`config.mk`:
```
export PLATFORM = sky130hd
export DESIGN_NAME = bbc_ram
export DESIGN_NICKNAME = d
export VERILOG_FILES = /design/src/rtl/core/bbc_ram.sv
export SDC_FILE = /design/constraint.sdc
export NUM_CORES = 1
export LEC_CHECK = 0
export ABC_CLOCK_PERIOD_IN_PS = 2100
export BUFFER_PORTS_ARGS = -buffer_cell sky130_fd_sc_hd__buf_4
export CAP_MARGIN = 10
export CORE_ASPECT_RATIO = 0.5
export CORE_MARGIN = 5
export CORE_UTILIZATION = 57
export DETAILED_ROUTE_END_ITERATION = 7
export GPL_TIMING_DRIVEN = 0
export PLACE_DENSITY_LB_ADDON = 0.15
export SLEW_MARGIN = 20
export SYNTH_ARGS = -nofsm -noshare
export SYNTH_HDL_FRONTEND = slang
export SYNTH_SLANG_ARGS = --single-unit
```
`constraint.sdc`:
```
create_clock -name clk -period 2.1 [get_ports clk]
set_clock_uncertainty 0.2 [all_clocks]
set_input_delay 0.105 -clock clk [delete_from_list [all_inputs] [get_ports clk]]
set_output_delay 0.105 -clock clk [all_outputs]
set_load 0.02 [all_outputs]
```
`src/rtl/core/bbc_ram.sv`:
```
// Generic single-write, single-read RAM with registered read data
`default_nettype none

module bbc_ram #(
    parameter int unsigned WIDTH = 2,
    parameter int unsigned DEPTH = 256
) (
    input  wire logic                     clk,
    input  wire logic                     wr_en,
    input  wire logic [$clog2(DEPTH)-1:0] wr_addr,
    input  wire logic [WIDTH-1:0]         wr_data,
    input  wire logic [$clog2(DEPTH)-1:0] rd_addr,
    output logic      [WIDTH-1:0]         rd_data
);
    logic [WIDTH-1:0] mem_reg [DEPTH];
    logic [WIDTH-1:0] rd_data_reg;

    always_ff @(posedge clk)
    begin
        if (wr_en)
        begin
            mem_reg[wr_addr] <= wr_data;
        end
        rd_data_reg <= mem_reg[rd_addr];
    end

    assign rd_data = rd_data_reg;
endmodule

`default_nettype wire

```
### After elaboration in Yosys (flattened, before gate mapping)

Memory sizes are Yosys's and may differ from the RTL's. A register that Yosys moved wholly into a read port is not among the register bits.
Cells that the tools add are included.

* register bits after elaboration: 0
* word-level logic and storage cells: 3
* memories kept: 1
* output and inout bits: 2
* RAM bits: 512
* input port bits: 20

* muxes and demuxes: 2

Memories
* mem_reg: depth 256, width 2, rd ports 1, clocked after memory_dff 1, write ports 1, RTL line 15 `logic [WIDTH-1:0] mem_reg [DEPTH];`

Operators by type and width (count)
* $mux 1: 2

### Depth between registers and ports, before layout

* depth after elaboration: 2
* mapped depth: 11
* mapped depth without buffers: 6

### Worst setup path after synthesis

OpenSTA, ideal clock, no wires.

* path kind: input port to flip-flop
* start point: input rd_addr[0]
* end point: register rd_data_reg[0] (netlist: rd_data[0]) (read register of mem_reg)
* data arrival time: 1740 ps
* data required time: 1772 ps
* setup slack: 33 ps
* buffers on the path: 3
* stages on the path: 8
* cell sequence: buf_6 -> buf_4 -> buf_4 -> mux4_2 -> a22oi_1 -> nand3_1 -> a32oi_1 -> a211oi_2

RTL lines
* start: declaration: RTL line 12 `input wire logic [$clog2(DEPTH)-1:0] rd_addr,`
* end: declaration: RTL line 16 `logic [WIDTH-1:0] rd_data_reg;`

==> results.txt <==
Net count, final = 1335
first-pass GRT wire length = 84.8 mm
clk slew on worst S/H paths = 70 ps
total number of vias = 12400
Gate power share = 6.5%
Avg Cell Area, Syn = 17.2 um2
Pre-Repair DR Iteration Count = 6
Tcrit/Tclk final = 110%
Hold Violations, Final = 0
htree depth = 2
final wirelength = 58.8 mm
clock latency on the worst-skew pair = 570 ps
CP delay by family, top = compound AO/OA/AOI/OAI gates
Cell Area, Synth = 21400 um2
power per standard cell area = 875 nW/um2
CTS buffer count = 44
leakage = 7.43 nW
Core Footprint = 37200 um2
Synth top area share = 71.9%
ANT nets after route = 0
synth-to-layout area growth = 11.5%
clk root buf = clkbuf_16
endpoints failing setup = 2
critical path arrival = 2540 ps
Net Switching = 4.61 mW
DP Area = 22200 um2
CP max stage cell = mux4_2
Worst Setup SP = mem_reg[144][0]
TNS Setup = -432 ps
Iter 0 DRT Violations = 1977
Vias per Instance = 6.71
worst path bufs/invs = 0
Initial Utilization = 57.4%
Critical Path RT = 2320 ps
grt total ovfl = 0
Worst path max stage delay = 490 ps
failing checks = setup timing
Hold Crit Class = in2reg
sw frac = 22.1%
share of cells above drive strength 1 = 18.7%
max-cap viol count = 0
clk buf depth = 3
CP most frequent cell = a211oi_2
power share of the clock group = 39.3%
Peak Freq = 0.432 GHz
Max VDD drop = 0.606 mV
YS warnings = 0
CP Capture Type = register
# IOs = 22
Slew @ Worst Pin = 1020 ps
post-synthesis sequential area ratio = 72.1%
max reg flops = 512
final core occ = 64.0%
number of buffers added on ports = 12
n_diodes = 0
die height = 147 um
DIE WIDTH = 284 um
clock sink count = 514
Synth area leader = edfxtp_1
critical path class = reg2reg
Place WS = -1300 ps
synth unique cells = 51
HP Start = wr_addr[2]
Synth Net Count = 1262
Rel. slew slack = 31.8%
RSZ-0062 raised after global routing = true
hold_ws = 20.0 ps
total track usage = 28.4%
Die ar. = 41700 um2
HPWL Detailed = 38.5 mm
CTS tree = built
part of the power in registers = 54.2%
gp weighted congestion = 0.968
reg-to-reg startpoint = mem_reg[144][0]
pin count of the biggest net entering global routing = 148
initial antenna violation count = 0
Final Slew Violations = 0
FF+latch count, synth = 514
final instance area = 23800 um2
Cell Int Power = 16.2 mW
min Tclk post-route = 2320 ps
num rows = 50
Final WS setup = -217 ps
crit-path cells = mux4_2, a22o_1, a211oi_2, o21ai_1, a31oi_2, a211oi_2
Residual DRC = 0
Post-Syn Instances = 1242
CP Max Fanout = 1
Wirelength per Cell = 31.9 um
ranking of synthesized cells by area = edfxtp_1 72%, mux4_2 8.6%, nor2_1 4.7%
crit start category = register
R2R setup slack = -220 ps
outcome = complete, but fails checks
vias in the first global route = 12500
## worst register-to-register path: cells and delay by family, from the launching register on
kind	cells	cell delay (ps)
flops	1	370
mux	1	490
compound gates	5	1110
## metal layers
| metal | vias to the layer above | wire length (um) | GRT usage, % |
|---|---|---|---|
| met3 | 124 | 8930 | 13.1 |
| met1 | 6333 | 22400 | 39.6 |
| li1 | 5043 | - | - |
| met4 | 0 | 1700 | 7.56 |
| met5 | - | 0 | 0 |
| met2 | 873 | 25800 | 41.2 |
## path summary, 6_finish.rpt
kind                      to  depth (start not counted)
max               rd_data[0]                          6
min          mem_reg[172][1]                          3
max reg2reg       rd_data[0]                          6
min reg2reg       rd_data[1]                          6
## power groups by stage
stage	Sequential, mW	Combinational (mW)	Clock [mW]
2_1_floorplan	11.5	0.671	0
6_report	11.3	1.36	8.19
3_5_place_dp	11.5	1.26	0
5_1_grt	11.3	1.41	8.73
3_3_place_gp	11.5	1.23	0
4_1_cts	11.3	1.31	8.22
## kinds of logic (layout without fill, tap and decap cells)
logic type	after synthesis	after routing	share of synthesized area, %
muxes	171	171	14.4
buffers and inverters	96	203	2.92
and+or+nand+nor	354	354	6.76
DFF	514	514	72.1
AOI/OAI and AO/OA	107	107	3.86
## placed cells by master, fill, tap and decap left out, types with 3 or more instances in the layout
| cell type | count |
|---|---|
| a221oi_1 | 7 |
| buf_1 | 3 |
| edfxtp_1 | 512 |
| nor2b_1 | 11 |
| mux4_1 | 17 |
| nand4_1 | 9 |
| clkbuf_4 | 4 |
| a211oi_2 | 4 |
| nand2_1 | 29 |
| buf_2 | 13 |
| clkinv_1 | 12 |
| dlygate4sd3_1 | 7 |
| bufinv_16 | 4 |
| o22ai_1 | 6 |
| and2_1 | 3 |
| o31ai_1 | 3 |
| clkbuf_1 | 33 |
| inv_1 | 4 |
| buf_4 | 15 |
| o221ai_1 | 16 |
| nor2_1 | 267 |
| buf_12 | 11 |
| buf_8 | 5 |
| clkbuf_2 | 17 |
| buf_6 | 9 |
| nand3_1 | 26 |
| a21oi_1 | 9 |
| a2111oi_0 | 4 |
| a22o_1 | 8 |
| a22oi_1 | 4 |
| o21ai_1 | 11 |
| a211oi_1 | 6 |
| mux2_2 | 8 |
| mux4_2 | 85 |
| clkinv_2 | 10 |
| clkinvlp_4 | 3 |
| clkbuf_16 | 45 |
| mux2i_1 | 61 |
| o21ai_0 | 6 |
## cell usage after synthesis (all sizes together)
cell type,n
a2111oi,8
a211oi,11
a21oi,9
a221o,2
a221oi,7
a222oi,2
a22o,8
a22oi,4
a311o,1
a311oi,1
a31o,2
a31oi,2
a32oi,1
and2,3
and2b,2
and3b,1
buf,34
clkbuf,55
dfxtp,2
dlymetal6s2s,1
edfxtp,512
inv,6
mux2,8
mux2i,61
mux4,102
nand2,29
nand2b,2
nand3,27
nand3b,1
nand4,9
nor2,268
nor2b,11
nor3b,1
o211ai,2
o21ai,17
o221ai,16
o22ai,8
o2bb2ai,2
o31ai,4
## final cells by class
cell class / instances / area [um2]
timing repair buffer: 27 / 313
inverter: 6 / 22.5
clock buffer: 50 / 1160
sequential: 514 / 15400
buffer: 90 / 638
tap: 494 / 618
clock inverter: 30 / 249
multi-input combinational: 632 / 5410
fill: 2586 / 13400
## stage by stage
| stage | std cells | power, mW |
|---|---|---|
| CTS | 1843 | 20.8 |
| detailed placement | 1750 | 12.8 |
| global placement | 1748 | 12.8 |
| floorplan | 1242 | 12.2 |
| global route | 1843 | 21.4 |
| finish | 1843 | 20.9 |
## what timing repair did
action,CTS,global route
setup endpoints to repair,71,173
hold buffers,7,0
pin swaps,4,10
resized for setup,20,40
endpoints found under the hold margin,240,0
setup buffers,6,0
Power figures use the tool's default switching activity.
